### src/rtl/core/color_difference_mask_dilate_core_macros.svh
// ----------------------------------------------------------------------------
// color difference mask dilate core assertion macros
// concurrent assertion helpers, compiled out when ASSERT_OFF is defined
// ----------------------------------------------------------------------------
`ifndef COLOR_DIFFERENCE_MASK_DILATE_CORE_MACROS_SVH
`define COLOR_DIFFERENCE_MASK_DILATE_CORE_MACROS_SVH

`ifndef ASSERT_OFF

// property must hold at every clock edge outside reset
`define CDMD_ASSERT(name, clk, rst_n, prop, msg) \
  name: assert property (@(posedge clk) disable iff (!rst_n) (prop)) else $error(msg);

// condition must never be true outside reset
`define CDMD_ASSERT_NEVER(name, clk, rst_n, cond, msg) \
  name: assert property (@(posedge clk) disable iff (!rst_n) !(cond)) else $error(msg);

`else

`define CDMD_ASSERT(name, clk, rst_n, prop, msg)
`define CDMD_ASSERT_NEVER(name, clk, rst_n, cond, msg)

`endif

`endif

### src/rtl/core/cdmd_pkg.sv
// ----------------------------------------------------------------------------
// cdmd_pkg
// shared types and constants of the color difference mask dilate core
// ----------------------------------------------------------------------------
`default_nettype none

package cdmd_pkg;

  // default line and frame limits
  localparam int DefMaxWidth  = 2048;
  localparam int DefMaxHeight = 2048;

  // configuration port
  localparam int CfgIdxW  = 2;
  localparam int CfgDataW = 12;

  localparam logic [CfgIdxW-1:0] RegColorMode     = 2'd0;
  localparam logic [CfgIdxW-1:0] RegDiffThreshold = 2'd1;
  localparam logic [CfgIdxW-1:0] RegFrameWidth    = 2'd2;
  localparam logic [CfgIdxW-1:0] RegFrameHeight   = 2'd3;

  // register reset values
  localparam logic       ColorModeRst     = 1'b0;
  localparam logic [7:0] DiffThresholdRst = 8'd80;
  localparam int         FrameWidthRst    = 640;
  localparam int         FrameHeightRst   = 480;

  // color mode codes
  localparam logic ModeRedMinusBlue = 1'b0;
  localparam logic ModeBlueMinusRed = 1'b1;

  // action codes
  localparam logic ActPixel = 1'b0;
  localparam logic ActDrain = 1'b1;

  // output queue
  localparam int OutFifoDepth = 3;
  localparam int OutPtrW      = 2;
  localparam int OutCntW      = 2;

  typedef struct packed {
    logic mask_bit;
    logic frame_end;
  } cdmd_result_t;

  typedef struct packed {
    logic rd_en;
    logic wr_cur;
    logic wr_prior;
  } cdmd_lb_ctrl_t;

endpackage

`default_nettype wire

### src/rtl/core/cdmd_out_fifo.sv
// ----------------------------------------------------------------------------
// cdmd_out_fifo
// small result queue between the dilation stage and the output port
// ----------------------------------------------------------------------------
`default_nettype none

module cdmd_out_fifo (
  input  wire                                   clk_i,
  input  wire                                   rst_ni,
  input  wire                                   push_i,
  input  cdmd_pkg::cdmd_result_t                push_data_i,
  input  wire                                   pop_i,
  output logic                                  valid_o,
  output cdmd_pkg::cdmd_result_t                data_o,
  output logic [cdmd_pkg::OutCntW-1:0]          count_o
);
  import cdmd_pkg::*;

  cdmd_result_t         mem_q [OutFifoDepth];
  logic [OutPtrW-1:0]   wr_ptr_q, wr_ptr_d;
  logic [OutPtrW-1:0]   rd_ptr_q, rd_ptr_d;
  logic [OutCntW-1:0]   count_q, count_d;
  logic                 do_pop;

  assign do_pop = pop_i && (count_q != '0);

  always_comb begin
    wr_ptr_d = wr_ptr_q;
    rd_ptr_d = rd_ptr_q;
    count_d  = count_q;
    if (push_i) begin
      wr_ptr_d = (wr_ptr_q == OutPtrW'(OutFifoDepth - 1)) ? '0 : wr_ptr_q + OutPtrW'(1);
    end
    if (do_pop) begin
      rd_ptr_d = (rd_ptr_q == OutPtrW'(OutFifoDepth - 1)) ? '0 : rd_ptr_q + OutPtrW'(1);
    end
    if (push_i && !do_pop) begin
      count_d = count_q + OutCntW'(1);
    end else if (!push_i && do_pop) begin
      count_d = count_q - OutCntW'(1);
    end
  end

  always_ff @(posedge clk_i or negedge rst_ni) begin
    if (!rst_ni) begin
      wr_ptr_q <= '0;
      rd_ptr_q <= '0;
      count_q  <= '0;
    end else begin
      wr_ptr_q <= wr_ptr_d;
      rd_ptr_q <= rd_ptr_d;
      count_q  <= count_d;
    end
  end

  always_ff @(posedge clk_i) begin
    if (push_i) begin
      mem_q[wr_ptr_q] <= push_data_i;
    end
  end

  assign valid_o = (count_q != '0);
  assign data_o  = mem_q[rd_ptr_q];
  assign count_o = count_q;

endmodule

`default_nettype wire

### config.mk
export PLATFORM = sky130hd
export DESIGN_NAME = cdmd_out_fifo
export DESIGN_NICKNAME = d
export VERILOG_FILES = /design/src/rtl/core/color_difference_mask_dilate_core_macros.svh /design/src/rtl/core/cdmd_pkg.sv /design/src/rtl/core/cdmd_out_fifo.sv
export SDC_FILE = /design/constraint.sdc
export NUM_CORES = 1
export LEC_CHECK = 0
export BUFFER_PORTS_ARGS = -buffer_cell sky130_fd_sc_hd__buf_2
export CAP_MARGIN = 15
export CELL_PAD_IN_SITES_DETAIL_PLACEMENT = 1
export CELL_PAD_IN_SITES_GLOBAL_PLACEMENT = 1
export CORE_AREA = 2 2 39 41
export DETAILED_ROUTE_END_ITERATION = 10
export DIE_AREA = 0 0 41 43
export PLACE_DENSITY_LB_ADDON = 0.1
export SETUP_SLACK_MARGIN = 0.3
export SYNTH_ARGS = -nofsm -noshare
export SYNTH_HDL_FRONTEND = slang
export SYNTH_SLANG_ARGS = --single-unit
### constraint.sdc
create_clock -name clk_i -period 1.6 [get_ports clk_i]
set_clock_uncertainty 0.2 [all_clocks]
set_input_delay 0 -clock clk_i [delete_from_list [all_inputs] [get_ports clk_i]]
set_output_delay 0 -clock clk_i [all_outputs]
set_load 0.01 [all_outputs]
==> impl_metrics.yaml, run 1 <==
drt:
  wirelength_mm: 1.11
  drt_iter0_markers: 1
  drcViolationCount: 0
  via_count: 375
  via_per_inst: 4.69
  ant_nets: 0
  wl_per_cell_um: 13.9
  dr.pass1.iters: 2
yosys:
  synth-seq-cells: 12
  syn_area_um2: 492
  synth_cell_types: 16
  post_synth.cell_area_avg_um2: 13.3
  yosysWarnings: 0
  seq_area_frac_synth: 0.672
  synth_cells: 37
  syn_nets: 44
min_path:
  hold_class: "primary input to flip-flop"
grt:
  grt_pass1_wl_mm: 1.78
  grt_pass1_vias: 411
  antenna_found_initial: 0
  track_usage: 0.158
  gr-total-overflow: 0
  grt_max_degree: 8
clock_tree:
  cts_tree: "built"
  cts_hold_buf: 5
  root_buffer: "clkbuf_4"
  numCtsBuffers: 3
  htreeDepth: 1
  clock_sinks: 12
  cts_buffer_depth: 2
  clk_pin_slew_worst_paths_ns: 0.07
  insertion_delay_ns: 0.26
timing:
  fmax_mhz: 696
  fin_crit_ns: 1.44
  setup_viol: 0
  hold_viol: 1
  rsz0062_at_grt: "yes"
  max-slew-margin-rel: 0.799
  worst_slew_pin_slew_ns: 0.300
  min_period_over_period: 0.898
  hold_slack_ns: -0.0570
  maxSlewViolCount: 0
  setup_tns_ns: 0
finish:
  layout_commonest_cell: "buf_2"
  final_area_um2: 748
  final_cell_mix: "9 x buf_2, 6 x edfxtp_1, 6 x buf_4"
  nNetsFinal: 72
  layout-drive-gt1-share: 0.453
  n_antenna_cell: 0
  fillers: 155
  area_growth_pct: 52.2
  multi_input_area_um2: 190
  ff_latch_area_um2: 334
die:
  die-area_um2: 1760
  row_count: 14
  fp.dieH_um: 43
  io_pins: 11
  fp.coreArea_um2: 1380
  die_w_um: 41
  start_util: 0.355
critical_path:
  critPathLaunchType: "flip-flop"
  cp_max_fo: 2
  crit_required_ns: 1.55
  worst_setup_path_end_kind: "flip-flop"
  crit_type: "flip-flop to flip-flop"
  arrival_ns: 1.39
run:
  maxCapViolCount: 0
pwr:
  powerDensity_nw_per_um2: 1720
  p_leak_uw: 0.000336
  ir_worst_vdd_mv: 0.674
place:
  place_area_um2: 583
  port_buffers: 10
  dp_hpwl_um: 770
  gp_congestion: 0.678
outcome:
  outcome: "finished, violations left"
  failed_checks: "negative hold slack"
-- report_power, final --
part	switching [uW]	internal, uW	total (uW)
clock network	95.9	89.9	186
logic	239	332	571
registers	100	433	534
total	435	855	1290
-- routing by layer --
metal,global-route usage,share of wire
met5,0,0
met4,0.0600,0.0081
met3,0.0471,0.028
met2,0.281,0.58
met1,0.159,0.38
-- Yosys cell counts --
| cell type | count | area share |
|---|---|---|
| inv_1 | 1 | 0.0076 |
| xnor2_1 | 1 | 0.018 |
| a21o_1 | 3 | 0.046 |
| mux2i_1 | 2 | 0.041 |
| xor2_1 | 2 | 0.036 |
| o21ai_2 | 1 | 0.018 |
| or2_2 | 1 | 0.013 |
| ha_1 | 1 | 0.025 |
| o21ai_1 | 3 | 0.031 |
| dfrtp_1 | 6 | 0.31 |
| nand2_1 | 4 | 0.031 |
| nand2b_1 | 1 | 0.013 |
| edfxtp_1 | 6 | 0.37 |
| nor3b_1 | 1 | 0.015 |
| nor3_1 | 2 | 0.020 |
| nor2_1 | 2 | 0.015 |
-- worst max-delay path: stages, from the launching register on --
cell and delay (ns):
dfrtp_2 0.43, o21ai_4 0.19, ha_4 0.15, xor2_1 0.14, nor2_1 0.07, xor2_1 0.15
-- final timing paths --
kind / cells past startpoint / slack, ns / from / end
setup / recovery: 5 / 0.16 / count_o[0]$_DFFE_PN0P_ / count_o[1]$_DFFE_PN0P_
hold / removal: 4 / -0.06 / pop_i / count_o[0]$_DFFE_PN0P_
setup reg to reg: 5 / 0.16 / count_o[0]$_DFFE_PN0P_ / count_o[1]$_DFFE_PN0P_
hold reg to reg: 1 / 0.35 / wr_ptr_q[1]$_DFFE_PN0P_ / wr_ptr_q[1]$_DFFE_PN0P_
max in group asynchronous: 3 / 0.47 / rst_ni / count_o[0]$_DFFE_PN0P_
min in group asynchronous: 3 / 0.49 / rst_ni / wr_ptr_q[0]$_DFFE_PN0P_
-- final cells by class --
cell class,instances,share of cell area
timing repair buffer,23,0.232
tap,16,0.0268
multi-input combinational,24,0.254
sequential,12,0.446
inverter,1,0.00502
clock inverter,1,0.00502
clock buffer,3,0.0301
-- through the flow --
stage | setup WS, ns | cells | total power (uW) | util | hold WS [ns]
4_1_cts | 0.161 | 77 | 1240 | 0.517 | -0.0648
2_1_floorplan | 0.146 | 37 | 776 | - | -0.496
3_5_place_dp | 0.0715 | 63 | 929 | 0.421 | -0.365
3_3_place_gp | 0.141 | 63 | 881 | 0.421 | -0.368
5_1_grt | 0.113 | 80 | 1400 | 0.541 | -0.0404
6_report | 0.163 | 80 | 1290 | 0.541 | -0.0570
-- repair_timing --
action	CTS	global route
endpoints found under the hold margin	17	1
resized for setup	5	3
setup buffers	5	3
pin swaps	2	3
setup endpoints to repair	9	7
-- state kept, by name, indices dropped and copies added, names as in the netlist --
register  count
mem_q         6
rd_ptr_q      2
wr_ptr_q      2
count_o       2
-- kinds of logic (layout without fill, tap and decap cells) --
group / after synthesis / in the layout / synth area share
DFF: 12 / 12 / 0.672
xor gates and xnor gates: 3 / 3 / 0.0534
AOI/OAI and AO/OA: 7 / 7 / 0.0941
adders and majority gates: 1 / 1 / 0.0254
buffers and inverters: 1 / 28 / 0.00763
and+or+nand+nor: 11 / 11 / 0.107
muxes: 2 / 2 / 0.0407
Note: power is estimated with default switching activity, not from simulation.
==> run 2: changes to the inputs <==
Settings changed: CTS_BUF_LIST from default to sky130_fd_sc_hd__clkbuf_8.
==> impl_metrics.yaml, run 2 (same netlist as run 1, synthesis figures left out) <==
min_path:
  hold_class: "primary input to flip-flop"
  hold_depth: 3
grt:
  antenna_found_initial: 0
  track_usage: 0.179
  grt_pass1_vias: 439
  grt_max_degree: 8
  grt_pass1_wl_mm: 1.96
  gr-total-overflow: 0
clock_tree:
  insertion_delay_ns: 0.24
  clock_sinks: 12
  htreeDepth: 1
  cts_hold_buf: 5
  cts_tree: "built"
  root_buffer: "clkbuf_8"
  clk_pin_slew_worst_paths_ns: 0.05
  numCtsBuffers: 3
  cts_buffer_depth: 2
place:
  preCtsSetupSlack_ns: 0.0715
  port_buffers: 10
  dp_hpwl_um: 770
  gp_congestion: 0.678
  place_area_um2: 583
finish:
  final_area_um2: 779
  n_antenna_cell: 0
  largest_reg_flops: 6
  regMostFlops: "mem_q"
  layout_commonest_cell: "buf_2"
  final_cell_mix: "9 x buf_2, 7 x buf_4, 6 x edfxtp_1"
  nNetsFinal: 73
  layout-drive-gt1-share: 0.492
  area_growth_pct: 58.5
  fin_util: 0.563
pwr:
  ir_worst_vdd_mv: 0.814
  switching_share: 0.339
  power_uw: 1430
  p_int_uw: 947
  powerDensity_nw_per_um2: 1840
  p_leak_uw: 0.000350
  combPwrFrac: 0.423
  p_switching_uw: 486
  p_seq_frac: 0.379
  pwr-share-clk: 0.198
outcome:
  outcome: "finished, violations left"
  failed_checks: "negative hold slack"
critical_path:
  critPathTopFamily: "flip-flops"
  crit_cells: 6
  path_cells: "o21ai_4 > buf_4 > buf_6 > buf_6 > nor3_2 > a21o_1"
  critPathMaxStageDelay_ns: 0.42
  path_common_cell: "buf_6"
  ff2ff_setup_slack_ns: 0.16
  slowest_stage: "dfrtp_2"
  cp_max_fo: 4
  cp.buffers_inverters: 3
  arrival_ns: 1.36
  reg2regPathDepth: 6
  crit_required_ns: 1.52
  crit_type: "flip-flop to flip-flop"
  critPathLaunchType: "flip-flop"
  worst_setup_path_end_kind: "flip-flop"
drt:
  drt_iter0_markers: 8
  wl_per_cell_um: 16.0
  via_per_inst: 4.91
  ant_nets: 0
  dr.pass1.iters: 4
  wirelength_mm: 1.30
  via_count: 398
  drcViolationCount: 0
run:
  maxCapViolCount: 0
timing:
  maxSlewViolCount: 0
  max-slew-margin-rel: 0.792
  setup_viol: 0
  rsz0062_at_grt: "yes"
  hold_viol: 1
  hold_slack_ns: -0.0725
  setup_tns_ns: 0
  layout_setup_ws_ns: 0.161
  fin_crit_ns: 1.44
  fmax_mhz: 695
  worst_slew_pin_slew_ns: 0.310
  min_period_over_period: 0.899
die:
  die_w_um: 41
  fp.coreArea_um2: 1380
  die-area_um2: 1760
  row_count: 14
  fp.dieH_um: 43
  start_util: 0.355
  io_pins: 11
## run 2: cell type report
class,count,area (um2)
tap,16,20.0
sequential,12,334
clock buffer,3,41.3
fill,151,604
multi-input combinational,24,195
timing repair buffer,24,181
clock inverter,1,3.75
inverter,1,3.75
## run 2: tightest hold or removal path, stage by stage
cell and delay [ns]:
buf_2 0.13, ha_4 0.14, xnor2_1 0.05
## run 2: path summary, 6_finish.rpt
kind | from | to
worst min-delay path | push_i | count_o[0]$_DFFE_PN0P_
max in group asynchronous | rst_ni | rd_ptr_q[0]$_DFFE_PN0P_
min in group asynchronous | rst_ni | rd_ptr_q[1]$_DFFE_PN0P_
worst max register to register | count_o[0]$_DFFE_PN0P_ | rd_ptr_q[0]$_DFFE_PN0P_
worst min register to register | wr_ptr_q[1]$_DFFE_PN0P_ | wr_ptr_q[1]$_DFFE_PN0P_
worst max-delay path | count_o[0]$_DFFE_PN0P_ | rd_ptr_q[0]$_DFFE_PN0P_
## run 2: routing by layer
metal,vias up,part of all wire,GRT usage
met3,6,0.025,0.0471
met5,-,0,0
li1,185,-,-
met2,9,0.61,0.325
met1,198,0.34,0.170
met4,0,0.028,0.0800
## run 2: through the flow
| step | cells | hold WS (ns) |
|---|---|---|
| final | 81 | -0.0725 |
| after global routing | 81 | -0.0519 |
| after global placement | 63 | -0.368 |
| after floorplan | 37 | -0.496 |
| after detailed placement | 63 | -0.365 |
| after CTS | 78 | -0.0717 |
## run 2: power by group through the flow
stage	registers, uW	clock network (uW)	logic (uW)
final	543	284	606
after global routing	558	312	665
after CTS	545	286	515
after detailed placement	559	0	370
after global placement	541	0	341
after floorplan	541	0	235
## run 2: repair_timing
| item | 4_1_cts | 5_1_grt |
|---|---|---|
| resized for setup | 5 | 4 |
| pin swaps | 2 | 2 |
| setup buffers | 6 | 3 |
| hold endpoints to repair | 15 | 1 |
| setup endpoints to repair | 9 | 9 |
==> run 3: changes to the inputs <==
==> constraint.sdc (replaced) <==
create_clock -name clk_i -period 1.6 [get_ports clk_i]
set_clock_uncertainty 0.2 [all_clocks]
set_input_delay 0.32 -clock clk_i [delete_from_list [all_inputs] [get_ports clk_i]]
set_output_delay 0.32 -clock clk_i [all_outputs]
set_load 0.01 [all_outputs]
==> impl_metrics.yaml, run 3 (same netlist as run 1, synthesis figures left out) <==
critical_path:
  critPathTopFamily: "flip-flops"
  critPathMaxStageDelay_ns: 0.43
  slowest_stage: "dfrtp_2"
  worst_setup_path_end_kind: "primary output"
  ff2ff_setup_slack_ns: 0.09
  crit_cells: 3
  r2r_start: "count_o[1]$_DFFE_PN0P_"
  reg2regPathDepth: 6
  path_cells: "mux2i_1 > o21ai_1 > buf_2"
  critPathLaunchType: "flip-flop"
  crit_required_ns: 1.08
  cp_max_fo: 3
  arrival_ns: 1.08
  r2r_end: "count_o[1]$_DFFE_PN0P_"
  crit_type: "flip-flop to primary output"
  cp.buffers_inverters: 1
timing:
  max-slew-margin-rel: 0.808
  fin_crit_ns: 1.60
  setup_viol: 0
  layout_setup_ws_ns: 0.00196
  worst_slew_pin_slew_ns: 0.287
  min_period_over_period: 0.999
  rsz0062_at_grt: "yes"
  maxSlewViolCount: 0
  hold_slack_ns: 0.0839
  setup_tns_ns: 0
  hold_viol: 0
  fmax_mhz: 626
finish:
  multi_input_area_um2: 208
  area_growth_pct: 57.8
  nNetsFinal: 69
  ff_latch_area_um2: 334
  n_antenna_cell: 0
  fin_util: 0.561
  instances_no_fill: 77
  fillers: 145
  final_cell_mix: "8 x buf_6, 7 x buf_2, 6 x edfxtp_1"
  largest_reg_flops: 6
  regMostFlops: "mem_q"
  layout-drive-gt1-share: 0.541
  layout_commonest_cell: "buf_6"
pwr:
  p_leak_uw: 0.000346
  ir_worst_vdd_mv: 0.746
  combPwrFrac: 0.457
  p_int_uw: 1020
  p_seq_frac: 0.355
  pwr-share-clk: 0.188
  p_switching_uw: 494
  powerDensity_nw_per_um2: 1950
  switching_share: 0.327
grt:
  grt_pass1_vias: 409
  top_usage_layer: "met2"
  grt_max_degree: 8
  met1_usage: 0.166
  grt_pass1_wl_mm: 1.81
  antenna_found_initial: 0
  gr-total-overflow: 0
  track_usage: 0.165
  met2_usage: 0.278
  grt_use_met3: 0.0471
die:
  io_pins: 11
  die-area_um2: 1760
  fp.coreArea_um2: 1380
  row_count: 14
  fp.dieH_um: 43
  start_util: 0.355
  die_w_um: 41
place:
  preCtsSetupSlack_ns: 0.0715
  place_inst: 63
  gp_congestion: 0.678
  port_buffers: 10
  dp_hpwl_um: 770
drt:
  ant_nets: 0
  wl_per_cell_um: 14.6
  dr.pass1.iters: 4
  drcViolationCount: 0
  wirelength_mm: 1.13
  drt_iter0_markers: 5
  via_count: 369
  via_per_inst: 4.79
min_path:
  hold_depth: 1
  hold_class: "primary input to flip-flop"
  whs_endpoint: "mem_q[2][0]$_DFFE_PP_"
  min-delay-start: "push_data_i[0]"
clock_tree:
  root_buffer: "clkbuf_8"
  clk_pin_slew_worst_paths_ns: 0.05
  numCtsBuffers: 3
  htreeDepth: 1
  cts_tree: "built"
  cts_buffer_depth: 2
  insertion_delay_ns: 0.24
  clock_sinks: 12
run:
  maxCapViolCount: 0
outcome:
  outcome: "completed"
## run 3: cell types whose count changed in the layout (fill, tap and decap cells not counted)
cell / delta
nor3_2: -1
buf_4: -3
or2_2: -1
buf_6: +5
dlygate4sd3_1: -4
xor2_1: -1
xnor2_1: -1
or2_4: +1
buf_2: -2
xor2_2: +1
xnor2_2: +1
nor3_1: +1
## run 3: repair_timing
item | CTS | global route
gates resized for setup | 13 | 3
endpoints found under the hold margin | 6 | 0
setup endpoints to repair | 11 | 9
pin swaps | 4 | 4
buffers inserted | 7 | 2
hold buffers | 1 | 0
## run 3: metal layers
layer / part of all wire / up-vias
met1: 0.36 / 182
li1: - / 176
met3: 0.034 / 4
met5: 0 / -
met4: 0.017 / 0
met2: 0.58 / 7
## run 3: final cells by class
class	instances	share of cell area
clock inverters	1	0.00484
inverters	1	0.00484
flip-flops and latches	12	0.431
clock buffers	3	0.0532
multi-input cells	24	0.268
repair buffers	20	0.213
well taps	16	0.0258
## run 3: worst max-delay path by stage
stage | endpoint | startpoint
after global routing | data_o[1] | rd_ptr_q[0]$_DFFE_PN0P_
final | data_o[1] | rd_ptr_q[0]$_DFFE_PN0P_
after floorplan | count_o[1]$_DFFE_PN0P_ | count_o[0]$_DFFE_PN0P_
after global placement | count_o[1]$_DFFE_PN0P_ | count_o[0]$_DFFE_PN0P_
after CTS | data_o[1] | rd_ptr_q[0]$_DFFE_PN0P_
after detailed placement | count_o[1]$_DFFE_PN0P_ | count_o[0]$_DFFE_PN0P_
## run 3: per-stage QoR
step	total power, uW	area, um2
after floorplan	776	513
after global placement	881	583
after global routing	1610	776
after detailed placement	929	583
final	1510	776
after CTS	1460	747
## run 3: power by group through the flow
stage	sequential, uW	combinational [uW]	clock (uW)
finish	536	690	283
global route	550	751	306
CTS	537	640	286
detailed placement	559	370	0
global placement	541	341	0
floorplan	541	235	0
